===== src/rtl/touch_pad_edge_to_midi_events_top_defines.svh =====
// ---------------------------------------------------------------------------
// touch pad edge to midi events: assertion macros
// concurrent checks clocked on clk, held off while rst_n is low
// ---------------------------------------------------------------------------
`ifndef TOUCH_PAD_EDGE_TO_MIDI_EVENTS_TOP_DEFINES_SVH
`define TOUCH_PAD_EDGE_TO_MIDI_EVENTS_TOP_DEFINES_SVH

// same-cycle implication
`define TPME_ASSERT_IMPLY(label, ante, cons) \
    label: assert property (@(posedge clk) disable iff (!rst_n) (ante) |-> (cons)) \
        else $error("tpme: same-cycle check failed");

// next-cycle implication
`define TPME_ASSERT_NEXT(label, ante, cons) \
    label: assert property (@(posedge clk) disable iff (!rst_n) (ante) |=> (cons)) \
        else $error("tpme: next-cycle check failed");

`endif


===== src/rtl/tpme_pkg.sv =====
// ---------------------------------------------------------------------------
// tpme_pkg
// types and constants shared by the touch pad edge to midi event block
// ---------------------------------------------------------------------------
package tpme_pkg;

    localparam int MASK_W        = 12;
    localparam int PAD_COUNT_DEF = 12;
    localparam int PAD_W         = 4;
    localparam int DATA_W        = 7;
    localparam int CH_W          = 5;
    localparam int CFG_W         = 8;
    localparam int CFG_IDX_W     = 2;
    localparam int S_TDATA_W     = 16;
    localparam int M_FIELDS_W    = 2 + CH_W + DATA_W + DATA_W + PAD_W;
    localparam int M_TDATA_W     = 32;

    localparam logic [DATA_W-1:0] DATA_MAX      = 7'd127;
    localparam logic [DATA_W-1:0] NOTE_VELOCITY = 7'd100;
    localparam logic [CH_W-1:0]   CH_MIN        = 5'd1;
    localparam logic [CH_W-1:0]   CH_MAX        = 5'd16;

    // register indexes
    localparam logic [CFG_IDX_W-1:0] REG_CHANNEL    = 2'd0;
    localparam logic [CFG_IDX_W-1:0] REG_FIRST_NOTE = 2'd1;
    localparam logic [CFG_IDX_W-1:0] REG_CC_MODE    = 2'd2;
    localparam logic [CFG_IDX_W-1:0] REG_OSC_ENABLE = 2'd3;

    typedef enum logic [1:0] {
        KIND_NOTE_ON  = 2'd0,
        KIND_NOTE_OFF = 2'd1,
        KIND_CC       = 2'd2
    } kind_t;

    typedef struct packed {
        logic [CFG_W-1:0]  chan_set;
        logic [DATA_W-1:0] first_note;
        logic              cc_mode;
        logic              osc_enable;
    } cfg_t;

    // one pad change picked by the scanner
    typedef struct packed {
        logic             valid;
        logic [PAD_W-1:0] pad;
        logic             rising;
        logic             last;
    } scan_evt_t;

    typedef struct packed {
        kind_t             kind;
        logic [CH_W-1:0]   channel;
        logic [DATA_W-1:0] data_one;
        logic [DATA_W-1:0] data_two;
        logic [PAD_W-1:0]  pad;
        logic              to_osc;
        logic              last;
    } event_t;

endpackage


===== src/rtl/touch_pad_edge_to_midi_events_top.sv =====
// a taken mask word starts the pad scan counter at pad 0; each changed pad's event is
// registered into the output slot as the counter passes it; throughput: one pad per cycle
// while the output slot is free or draining; s_tready stays low until the highest changed
// pad is scanned, and an unchanged mask gives no word and s_tready stays high
// reset: rst_n low clears the stored mask and output valid, registers take channel 1,
// base note 60, note mode, osc off; no clearing pass
// ---------------------------------------------------------------------------
// touch_pad_edge_to_midi_events_top
// turns touch mask edges into midi note or control change event words
// ---------------------------------------------------------------------------
`include "touch_pad_edge_to_midi_events_top_defines.svh"

module touch_pad_edge_to_midi_events_top #(
    parameter int PAD_COUNT = tpme_pkg::PAD_COUNT_DEF
) (
    input  logic                           clk,
    input  logic                           rst_n,
    input  logic                           s_tvalid,
    output logic                           s_tready,
    // [11:0] touch_mask
    input  logic [tpme_pkg::S_TDATA_W-1:0] s_tdata,
    output logic                           m_tvalid,
    input  logic                           m_tready,
    // [1:0] message_kind, [6:2] channel, [13:7] data_one, [20:14] data_two,
    // [24:21] pad_index
    output logic [tpme_pkg::M_TDATA_W-1:0] m_tdata,
    // [0] to_osc
    output logic [0:0]                     m_tuser,
    output logic                           m_tlast,
    input  logic                           cfg_we,
    input  logic [tpme_pkg::CFG_IDX_W-1:0] cfg_index,
    input  logic [tpme_pkg::CFG_W-1:0]     cfg_data
);
    import tpme_pkg::*;

    cfg_t      cfg_reg;
    event_t    out_reg;
    logic      out_valid_reg;
    scan_evt_t se;
    event_t    ev;
    logic      step;
    logic      scan_ready;
    logic      scan_busy;

    always_ff @(posedge clk or negedge rst_n)
    begin
        if (!rst_n)
        begin
            cfg_reg.chan_set   <= CFG_W'(1);
            cfg_reg.first_note <= DATA_W'(60);
            cfg_reg.cc_mode    <= 1'b0;
            cfg_reg.osc_enable <= 1'b0;
        end
        else if (cfg_we)
        begin
            case (cfg_index)
                REG_CHANNEL:    cfg_reg.chan_set   <= cfg_data;
                REG_FIRST_NOTE: cfg_reg.first_note <= cfg_data[DATA_W-1:0];
                REG_CC_MODE:    cfg_reg.cc_mode    <= cfg_data[0];
                REG_OSC_ENABLE: cfg_reg.osc_enable <= cfg_data[0];
                default:        cfg_reg            <= cfg_reg;
            endcase
        end
    end

    // scanner only moves on when the output slot is free or draining
    assign step = !out_valid_reg || m_tready;

    tpme_scan #(
        .PAD_COUNT(PAD_COUNT)
    ) u_scan (
        .clk       (clk),
        .rst_n     (rst_n),
        .in_valid  (s_tvalid),
        .in_mask   (s_tdata[MASK_W-1:0]),
        .in_ready  (scan_ready),
        .clear_prev(cfg_we),
        .step      (step),
        .evt       (se)
    );

    tpme_event u_event (
        .cfg(cfg_reg),
        .se (se),
        .ev (ev)
    );

    always_ff @(posedge clk or negedge rst_n)
    begin
        if (!rst_n)
        begin
            out_valid_reg <= 1'b0;
        end
        else if (se.valid)
        begin
            out_valid_reg <= 1'b1;
        end
        else if (m_tready)
        begin
            out_valid_reg <= 1'b0;
        end
    end

    always_ff @(posedge clk)
    begin
        if (se.valid)
        begin
            out_reg <= ev;
        end
    end

    assign s_tready  = scan_ready;
    assign scan_busy = !scan_ready;
    assign m_tvalid  = out_valid_reg;
    assign m_tdata   = {(M_TDATA_W - M_FIELDS_W)'(0), out_reg.pad, out_reg.data_two,
                        out_reg.data_one, out_reg.channel, out_reg.kind};
    assign m_tuser   = out_reg.to_osc;
    assign m_tlast   = out_reg.last;

    // a waiting word that is not the last one means pads are still pending
    `TPME_ASSERT_IMPLY(a_mid_run_busy, m_tvalid && !m_tlast, scan_busy)
    // the scanner only starts on a taken mask word
    `TPME_ASSERT_IMPLY(a_busy_from_accept, $rose(scan_busy), $past(s_tvalid && s_tready))
    // a stalled word holds still until it is taken
    `TPME_ASSERT_NEXT(a_stall_hold, m_tvalid && !m_tready, m_tvalid && $stable(m_tdata))
    `TPME_ASSERT_IMPLY(a_channel_range, m_tvalid,
        out_reg.channel >= CH_MIN && out_reg.channel <= CH_MAX)

endmodule


===== src/rtl/tpme_scan.sv =====
// ---------------------------------------------------------------------------
// tpme_scan
// pad scan sequencer: keeps the previous mask and walks the changed pads
// ---------------------------------------------------------------------------
module tpme_scan #(
    parameter int PAD_COUNT = tpme_pkg::PAD_COUNT_DEF
) (
    input  logic                        clk,
    input  logic                        rst_n,
    input  logic                        in_valid,
    input  logic [tpme_pkg::MASK_W-1:0] in_mask,
    output logic                        in_ready,
    input  logic                        clear_prev,
    input  logic                        step,
    output tpme_pkg::scan_evt_t         evt
);
    import tpme_pkg::*;

    typedef enum logic {
        S_IDLE,
        S_SCAN
    } state_t;

    state_t            state_reg;
    logic [MASK_W-1:0] prev_reg;
    logic [MASK_W-1:0] cur_reg;
    logic [MASK_W-1:0] pend_reg;
    logic [PAD_W-1:0]  pad_reg;

    logic [MASK_W-1:0] pad_lim;
    logic [MASK_W-1:0] diff;
    logic [MASK_W-1:0] pend_clr;

    always_comb
    begin
        for (int i = 0; i < MASK_W; i++)
        begin
            pad_lim[i] = (i < PAD_COUNT);
        end
    end

    assign diff     = (in_mask ^ prev_reg) & pad_lim;
    assign in_ready = (state_reg == S_IDLE);

    always_comb
    begin
        pend_clr          = pend_reg;
        pend_clr[pad_reg] = 1'b0;
    end

    assign evt.valid  = (state_reg == S_SCAN) && step && pend_reg[pad_reg];
    assign evt.pad    = pad_reg;
    assign evt.rising = cur_reg[pad_reg];
    assign evt.last   = (pend_clr == '0);

    always_ff @(posedge clk or negedge rst_n)
    begin
        if (!rst_n)
        begin
            state_reg <= S_IDLE;
            prev_reg  <= '0;
            cur_reg   <= '0;
            pend_reg  <= '0;
            pad_reg   <= '0;
        end
        else
        begin
            if (clear_prev)
            begin
                prev_reg <= '0;
            end
            case (state_reg)
                S_IDLE:
                begin
                    if (in_valid)
                    begin
                        prev_reg <= in_mask;
                        cur_reg  <= in_mask;
                        pend_reg <= diff;
                        pad_reg  <= '0;
                        if (diff != '0)
                        begin
                            state_reg <= S_SCAN;
                        end
                    end
                end
                S_SCAN:
                begin
                    if (step)
                    begin
                        pend_reg <= pend_clr;
                        pad_reg  <= pad_reg + PAD_W'(1);
                        if (pend_clr == '0)
                        begin
                            state_reg <= S_IDLE;
                        end
                    end
                end
                default:
                begin
                    state_reg <= S_IDLE;
                end
            endcase
        end
    end

endmodule


===== src/rtl/tpme_event.sv =====
// ---------------------------------------------------------------------------
// tpme_event
// shared event unit: note number add and saturate, channel clamp, data bytes
// ---------------------------------------------------------------------------
module tpme_event (
    input  tpme_pkg::cfg_t      cfg,
    input  tpme_pkg::scan_evt_t se,
    output tpme_pkg::event_t    ev
);
    import tpme_pkg::*;

    logic [DATA_W:0] note_sum;

    assign note_sum = {1'b0, cfg.first_note} + (DATA_W + 1)'(se.pad);

    always_comb
    begin
        ev.pad    = se.pad;
        ev.to_osc = cfg.osc_enable;
        ev.last   = se.last;

        ev.data_one = note_sum[DATA_W] ? DATA_MAX : note_sum[DATA_W-1:0];

        if (cfg.chan_set == '0)
        begin
            ev.channel = CH_MIN;
        end
        else if (cfg.chan_set > CFG_W'(CH_MAX))
        begin
            ev.channel = CH_MAX;
        end
        else
        begin
            ev.channel = cfg.chan_set[CH_W-1:0];
        end

        if (cfg.cc_mode)
        begin
            ev.kind     = KIND_CC;
            ev.data_two = se.rising ? DATA_MAX : '0;
        end
        else
        begin
            ev.kind     = se.rising ? KIND_NOTE_ON : KIND_NOTE_OFF;
            ev.data_two = se.rising ? NOTE_VELOCITY : '0;
        end
    end

endmodule


===== config.mk =====
export PLATFORM = sky130hd
export DESIGN_NAME = touch_pad_edge_to_midi_events_top
export DESIGN_NICKNAME = d
export VERILOG_FILES = /design/src/rtl/tpme_pkg.sv /design/src/rtl/touch_pad_edge_to_midi_events_top.sv /design/src/rtl/tpme_scan.sv /design/src/rtl/tpme_event.sv
export VERILOG_INCLUDE_DIRS = /design/src /design/src/rtl
export SDC_FILE = /design/constraint.sdc
export NUM_CORES = 1
export LEC_CHECK = 0
export BUFFER_PORTS_ARGS = -buffer_cell sky130_fd_sc_hd__clkbuf_2
export CAP_MARGIN = 15
export CORE_ASPECT_RATIO = 0.7
export CORE_MARGIN = 5
export CORE_UTILIZATION = 51
export CTS_CLUSTER_DIAMETER = 100
export DETAILED_ROUTE_END_ITERATION = 7
export GPL_ROUTABILITY_DRIVEN = 0
export PLACE_DENSITY = 0.76
export SYNTH_ARGS = -nofsm -noshare
export SYNTH_HDL_FRONTEND = slang
export SYNTH_SLANG_ARGS = --single-unit

===== constraint.sdc =====
create_clock -name clk -period 2.1 [get_ports clk]
set_clock_uncertainty 0.05 [all_clocks]
set_input_delay 0.315 -clock clk [delete_from_list [all_inputs] [get_ports clk]]
set_output_delay 0.315 -clock clk [all_outputs]
set_load 0.05 [all_outputs]

# After elaboration in Yosys (flattened, before gate mapping)
# Cells that the tools add are included.
[classes] muxes=27 n_eq_ne=5 n_mul=0 reduce_logical=17 n_bitwise=4 n_lt_le_gt_ge=3 div=0 shifts=0 add_sub_neg=2
[ops] op="2-to-1 mux 12 bit" n=5
[ops] op="case mux 12 bit (2 select lines)" n=1
[ops] op="2-to-1 mux 7 bit" n=3
[ops] op="AND 12 bit" n=1
[ops] op="logical NOT 12 bit" n=1
[ops] op="inverter 12 bit" n=1
[ops] op="AND reduction 2 bit" n=6
[ops] op="nonzero test 12 bit" n=1
[ops] op="bitwise XOR 12 bit" n=1
[ops] op="2-to-1 mux 1 bit" n=10
[ops] op="adder 7 x 4 -> 8 bit" n=1
[ops] op="binary-select mux 1 bit (select 4 bit)" n=2
[ops] op="greater-than comparator 8 x 5 -> 1 bit (second input constant)" n=1
[ops] op="logical NOT 8 bit" n=1
[ops] op="2-to-1 mux 4 bit" n=2
[ops] op="case mux 4 bit (2 select lines)" n=1
[ops] op="less-than comparator 4 x 5 -> 1 bit (second input constant)" n=1
[ops] op="2-to-1 mux 5 bit" n=1
[ops] op="adder 4 x 1 -> 4 bit (second input constant)" n=1
[ops] op="demux 1 bit (select 4 bit)" n=1
[ops] op="== test 2 bit (second input constant)" n=2
[ops] op=">= comparator 4 x 1 -> 1 bit (second input constant)" n=1
[ops] op="logical AND 1 bit" n=3
[ops] op="== test 2 x 1 -> 1 bit (second input constant)" n=1
[ops] op="9 further kinds" n=9
[totals] latch_bits=0 mem_count=0 mem_bits_ro=0 register_bits=86 word_cells=76 input_bits=31 ramBits=0 out_inout_bits=36

# Logic depth before layout (Yosys ltp)
# Gate-level depths: netlist of the first run.
[depth] ltp_word=10 mapped_depth=8 mapped_depth_nobuf=7

# Hierarchy
# A second synthesis of the first run with hierarchy kept.
[unflattened] hier_cells=362 hier_area_um2=4145.2
[by_module_without_submodules] module="tpme_scan" area_each_um2=2163.3 cells_each=231 seq_area_each_um2=1026.0 n_inst=1
[by_module_without_submodules] module="touch_pad_edge_to_midi_events_top" area_each_um2=1570.3 cells_each=76 seq_area_each_um2=1267.5 n_inst=1
[by_module_without_submodules] module="tpme_event" area_each_um2=411.6 cells_each=55 seq_area_each_um2=0.0 n_inst=1

# Worst setup path after synthesis of the first run
# No wires, ideal clock.
[synth_path] path_kind="register to register" from="register u_scan.pad_reg[1]" to="register out_reg, in the netlist m_tdata[0], enable pin" arrival_ns=1.889 stages_incl_launch_ff=6 setup_time_ns=0.381 n_path_buf=1 period_less_slack_ns=2.320 setup_slack_ns=-0.220 t_required_ns=1.669 path_cell_list="dfrtp_1 buf_6 mux4_2 nor2_1 o41ai_2 and2_1"
[synth_rtl] element="start: declaration" line_no="tpme_scan.sv:28" source="logic [PAD_W-1:0] pad_reg;"
[synth_rtl] element="start signal: assignment" line_no="tpme_scan.sv:92" source="pad_reg <= pad_reg + PAD_W'(1);"
[synth_rtl] element="end signal: assignment" line_no="touch_pad_edge_to_midi_events_top.sv:108" source="out_reg <= ev;"
[synth_rtl] element="end: declaration" line_no="touch_pad_edge_to_midi_events_top.sv:37" source="event_t out_reg;"

==> impl_results.md, run 1 <==
- Outcome: finished, final reports clean
- Internal power: about 4.3 mW
- Vias: roughly 2800
- Crit path cell chain: buf_6, clkinvlp_4, a2111oi_2, o41ai_2, and2_2, buf_12
- CTS sink cnt: between 80 and 90
- Max Cap Viol: 0
- WP data required: 2170 ps
- Combinational power share: 0.507
- Vias in the first global route: 2963
- Max Freq: 497 MHz
- Seq cells post-synth: 81
- Seq/Total Area, Yosys: 0.538
- Number of synthesized flops with an enable pin: 22
- Clock Power Share: 0.135
- Arr. time, crit path: 2080 ps
- Synth Cell Area: between 3000 and 4000 sq um
- Core Rows: 27
- Worst-path clk slew: approximately 80 ps
- Total core area: between 7000 and 8000 sq um
- PwrDens: between 1500 and 2000 nW/um^2
- Async SR Flop Fraction: 0.728
- Routed len/inst: 16.3 um
- Worst reg-to-reg setup slack: ~90 ps
- # fillers: 618
- Top FF cell, synth: dfrtp_1
- YS warnings: 0
- Starting DRT DRC Count: between 150 and 200
- Crit start category: register
- CTS buffer count: 9
- Root Buffer: clkbuf_8
- Worst slew pin tran: between 800 and 900 ps
- Final setup vio count: 0
- Ratio of cells with drive above 1 in the final layout: 0.306
- Synth-to-layout area growth: 16.4%
- Die Ht: around 84 um
- Post-DP HPWL: roughly 6500 um
- Seq pwr share: 0.359
- Leak: roughly 2.2 nW
- CTS max path bufs: 2
- Slew headroom: 0.425
- Die width: approximately 120 um
- DR pass1 iterations: 5
- Slowest cell delay on critical path: about 450 ps
- Instance area after placement: between 4000 and 5000 sq um
- Total Wirelength: between 8000 and 9000 um
- Grt ovf: 0
- Vias per inst: roughly 5.3
- I/O pins: 67
- Largest register FFs: 20
- Slew Viols, Final: 0
- CP max stage cell: dfrtp_2
- Critical path class: reg -> reg
- Final min period: approximately 2000 ps
- First-pass GRT wire length: between 10000 and 15000 um
- Hold_sp: cfg_data[7]
- Finished Cell Area: roughly 4600 sq um
- CP max FO: 22
- Initial antenna violation count: 0
- Synth cell types: 51
- Total GRT Usage: 0.193
- Initial Util: 0.515
- Synthesized area per cell: between 10 and 15 sq um
- Post-layout nets: 470
- Hold WC Path Type: in -> reg
- Routed Antenna Nets: 0
- Hold Path End: cfg_reg[16]
- Post-Synthesis Cells: ~370
- ANT cells: 0
- Switching share of power: 0.457
- Final Power: between 7 and 8 mW
- Largest net degree at the start of global routing: 27
- Max VDD drop: 0.00106 V
- R2R Path End: m_tdata[4]
- Die area: about 9700 sq um
- Worst hold stages: 2
- Final hold violation count: 0
- Final period util: 0.958
- Worst-Skew Late Latency: between 300 and 400 ps
- CTS tree: yes
- Worst r2r src: u_scan.pad_reg[1]
- Unrepaired setup endpoints after global routing: false
- Crit path capture type: register
- NetSw: 3.60 mW
- DRC: 0
- Htree depth: 3
- # port buffers: 55
- Worst Reg-to-Reg Cells: 6
[cell usage in the layout (no fill, tap or decap), types with 3 or more instances in the layout]
cell type	netlist	routed
o21ai_2	3	3
nor4_1	4	4
nor2_1	15	15
inv_1	7	6
dfstp_2	5	5
and2_1	6	5
nand2_1	95	95
nand3b_1	4	4
mux2_2	19	19
buf_12	0	3
nand3_1	4	4
conb_1	1	7
nor4b_2	1	3
a21oi_1	23	21
clkinvlp_4	0	3
ha_1	8	5
clkbuf_8	0	9
edfxtp_1	22	22
mux4_2	3	3
a21o_1	5	5
o21ai_0	11	11
nand2b_1	4	4
xor2_1	14	14
clkbuf_2	0	55
dfrtp_1	54	53
buf_4	13	13
nor3_1	3	3
[power by group through the flow]
stage                     Sequential [mW]  Clock [mW]  Combinational, mW
after floorplan                      3.53           0               2.15
after global placement               2.81           0               3.76
after detailed placement             2.85           0               3.86
after CTS                            2.82        1.08               3.88
after global routing                 2.90        1.15               4.32
final                                2.82        1.06               3.99
[critical path, delay by kind of cell (launching register included)]
| family | cells | cell delay, ps |
|---|---|---|
| flip-flops | 1 | 450 |
| AO/OA/AOI/OAI | 2 | 540 |
| AND/OR/NAND/NOR | 1 | 220 |
| buffers and inverters | 3 | 500 |
[routing by layer]
layer	vias up	global-route usage	wire, um
li1	1374	-	-
met5	-	0	0
met2	106	0.287	4030
met4	0	0.0469	102
met1	1359	0.274	3950
met3	10	0.0645	642
[synthesized netlist by cell type, drive strengths merged, types with 7 or more instances]
cell	instances	area share
nor2	15	0.014
a21oi	23	0.029
mux2	19	0.054
xor2	14	0.031
and2	7	0.011
edfxtp	22	0.17
dfrtp	54	0.34
inv	7	0.0066
nand2	95	0.090
buf	25	0.045
o21ai	15	0.022
ha	8	0.025
[stage by stage]
step           hold slack [ps]  utilization  instances  setup WS (ps)  TNS (ps)
2_1_floorplan            -30.6            -        372           11.0         0
3_5_place_dp               252        0.567        518          -7.13      -112
5_1_grt                    134        0.599        536           12.2         0
6_report                   142        0.599        536           88.2         0
4_1_cts                    133        0.592        535           23.4         0
3_3_place_gp               239        0.567        518           32.3         0
[how the worst max path moves through the flow]
stage                      start          endpoint  slack, ps  cells past startpoint
5_1_grt        u_scan.pad_reg[1]  u_scan.state_reg         10                      9
2_1_floorplan  u_scan.pad_reg[1]        m_tdata[0]         10                      5
3_5_place_dp   u_scan.pad_reg[1]        m_tdata[2]         -7                      6
6_report       u_scan.pad_reg[1]        m_tdata[4]         90                      6
4_1_cts        u_scan.pad_reg[1]  u_scan.state_reg         20                      9
3_3_place_gp   u_scan.pad_reg[1]        m_tdata[4]         30                      6
[cell type report]
cell class	instances	area (sq um)	area share
clock buffer	12	156	0.0337
clock inverter	4	26.3	0.00567
tap	101	126	0.0273
sequential	81	2140	0.463
timing repair buffer	73	454	0.0980
inverter	7	30.0	0.00648
multi-input combinational	258	1700	0.366
[cells by family (layout without fill, tap and decap cells)]
group / count (synthesis) / after routing / share of synthesized area
AND/OR/NAND/NOR: 147 / 147 / 0.169
flip-flops: 81 / 81 / 0.538
AO/OA/AOI/OAI: 54 / 54 / 0.0871
buffers and inverters: 33 / 96 / 0.0528
multiplexers: 25 / 25 / 0.0864
XOR/XNOR: 16 / 16 / 0.0352
adder cells (fa/ha/maj): 9 / 9 / 0.0302
other: 1 / 7 / 0.000942
[timing repair]
| item | CTS | global route |
|---|---|---|
| buffers inserted | 0 | 1 |
| pin swaps | 0 | 1 |
| endpoints found under the setup margin | 24 | 26 |
| gates resized for setup | 1 | 11 |
| endpoints found under the hold margin | 13 | 0 |
| hold buffers | 1 | 0 |
No activity file was read; power rests on OpenSTA's default activity.
==> run 2, diff against run 1 <==
--- a/config.mk
+++ b/config.mk
@@ -15,6 +15,7 @@
 export DETAILED_ROUTE_END_ITERATION = 7
 export GPL_ROUTABILITY_DRIVEN = 0
 export PLACE_DENSITY = 0.76
+export REMOVE_ABC_BUFFERS = 1
 export SYNTH_ARGS = -nofsm -noshare
 export SYNTH_HDL_FRONTEND = slang
 export SYNTH_SLANG_ARGS = --single-unit
==> run 2 against run 1 <==
Design area fell by 0.65%. Sequential power barely moved. Die area is the same. Global-route usage fell by 0.74 points. Clock power is 6% higher. Register-to-register slack got worse by 20 ps. Worst hold slack got worse by 8.6 ps. Worst setup slack lost 20 ps. Flip-flop and latch count stayed put. Critical path depth decreased by 1. First-iteration DRC count is 15% lower. Routed wire length decreased by 3.0%. Critical endpoint is now m_tdata[2]. Largest power group unchanged.
==> impl_results.md, run 2 (same netlist as run 1, synthesis figures left out) <==
- CTS max path bufs: 2
- Final min period: between 2000 and 2500 ps
- Outcome: finished, final reports clean
- Hold_ws: about 130 ps
- Most Crowded Layer GR: met2
- Hold WC Path Type: in -> reg
- Finished Cell Area: approximately 4600 sq um
- R2R Path End: m_tdata[2]
- Routed len/inst: between 15 and 20 um
- ANT cells: 0
- PnR worst setup slack: approximately 68 ps
- Fin cells: about 530
- Max Freq: between 400 and 500 MHz
- Synth-to-layout area growth: 15.7%
- Met3 GRT Util: 0.0428
- Grt ovf: 0
- Core Rows: 27
- Crit path capture type: register
- Hold Path End: cfg_reg[16]
- Initial antenna violation count: 0
- First-pass GRT wire length: around 14000 um
- Initial Util: 0.515
- Critical path class: reg -> reg
- Die Ht: 83.9 um
- Die area: approximately 9700 sq um
- Die width: approximately 120 um
- Arr. time, crit path: ~2000 ps
- Root Buffer: clkbuf_8
- Total GRT Usage: 0.186
- Instance area after placement: between 4000 and 5000 sq um
- Final TNS setup: 0 ps
- Largest net degree at the start of global routing: 60
- Final period util: 0.968
- Final Power: about 7.8 mW
- Most frequent cells in the layout: 95 x nand2_1, 55 x clkbuf_2, 53 x dfrtp_1, 22 x edfxtp_1, 20 x a21oi_1
- CTS tree: yes
- Ratio of cells with drive above 1 in the final layout: 0.296
- Worst r2r src: u_scan.pad_reg[1]
- Worst hold stages: 2
- DR pass1 iterations: 4
- Routed Antenna Nets: 0
- DP Cell Count: roughly 520
- WP data required: between 2000 and 2500 ps
- CP max FO: 10
- CTS buffer count: 9
- Final hold violation count: 0
- Met1 Usage GRT: 0.270
- Pre-CTS WS: 12.0 ps
- Max Cap Viol: 0
- Slew Viols, Final: 0
- Final setup vio count: 0
- Post-DP HPWL: slightly above 6000 um
- CTS sink cnt: 81
- Slew headroom: 0.432
- Total Wirelength: 8470 um
- # port buffers: 55
- Postcts setup bufs: 0
- Max VDD drop: approximately 0.0012 V
- Vias in the first global route: 2758
- Htree depth: 3
- Leak: ~2.2 nW
- DRC: 0
- Total core area: between 7000 and 8000 sq um
- Vias: roughly 2900
- I/O pins: between 60 and 70
- Worst Reg-to-Reg Cells: 5
- Final Util: 0.595
- Largest register FFs: 20
- PwrDens: roughly 1700 nW/um^2
- Post-layout nets: between 400 and 500
- Commonest non-fill, non-tap cell in the layout: nand2_1
- Starting DRT DRC Count: around 170
- Worst-path clk slew: around 90 ps
- Worst slew pin tran: around 850 ps
- Worst-Skew Late Latency: approximately 370 ps
- Worst reg-to-reg setup slack: approximately 68 ps
- GRT met2 Usage: 0.276
- Vias per inst: approximately 5.3
- Hold_sp: cfg_data[7]
- Crit start category: register
## run 2: cell types whose count changed in the layout (fill, tap and decap cells not counted), sizes merged
cell | previous run | this run
clkinvlp | 3 | 1
clkinv | 1 | 0
inv | 7 | 10
buf | 17 | 15
## run 2: how the worst max path moves through the flow
stage | from | to | cells after the start
floorplan | u_scan.pad_reg[1] | m_tdata[0] | 4
global placement | u_scan.pad_reg[1] | m_tlast | 6
detailed placement | u_scan.pad_reg[1] | m_tdata[12] | 6
CTS | u_scan.pad_reg[1] | m_tdata[12] | 6
global route | u_scan.pad_reg[1] | u_scan.state_reg | 7
finish | u_scan.pad_reg[1] | m_tdata[2] | 5
## run 2: power by group
group / leakage, nW / internal (mW) / switching [mW] / total [mW]
clock network: 0.0991 / 0.543 / 0.580 / 1.12
registers: 0.939 / 2.39 / 0.411 / 2.80
logic: 1.15 / 1.28 / 2.57 / 3.85
## run 2: final cells by class
class / instances / area, sq um
Clock buffer: 12 / 166
Clock inverter: 4 / 31.3
Fill cell: 654 / 3130
Inverter: 7 / 26.3
Multi-Input combinational cell: 258 / 1690
Sequential cell: 81 / 2140
Tap cell: 101 / 126
Timing Repair Buffer: 71 / 423
## run 2: timing repair
action,in CTS,in global routing
hold buffers,1,0
endpoints found under the hold margin,54,0
gates resized for setup,0,9
setup endpoints to repair,0,31
## run 2: critical path, stage by stage (launching register included)
cell	delay, ps
dfrtp_2	460
mux4_2	350
nor2_1	50
o41ai_2	370
and2_1	230
buf_4	220
## run 2: metal layers
metal  wire [um]  vias up
li1            -     1373
met1        3800     1370
met2        4030       93
met3         508       16
met4         131        0
met5           0        -
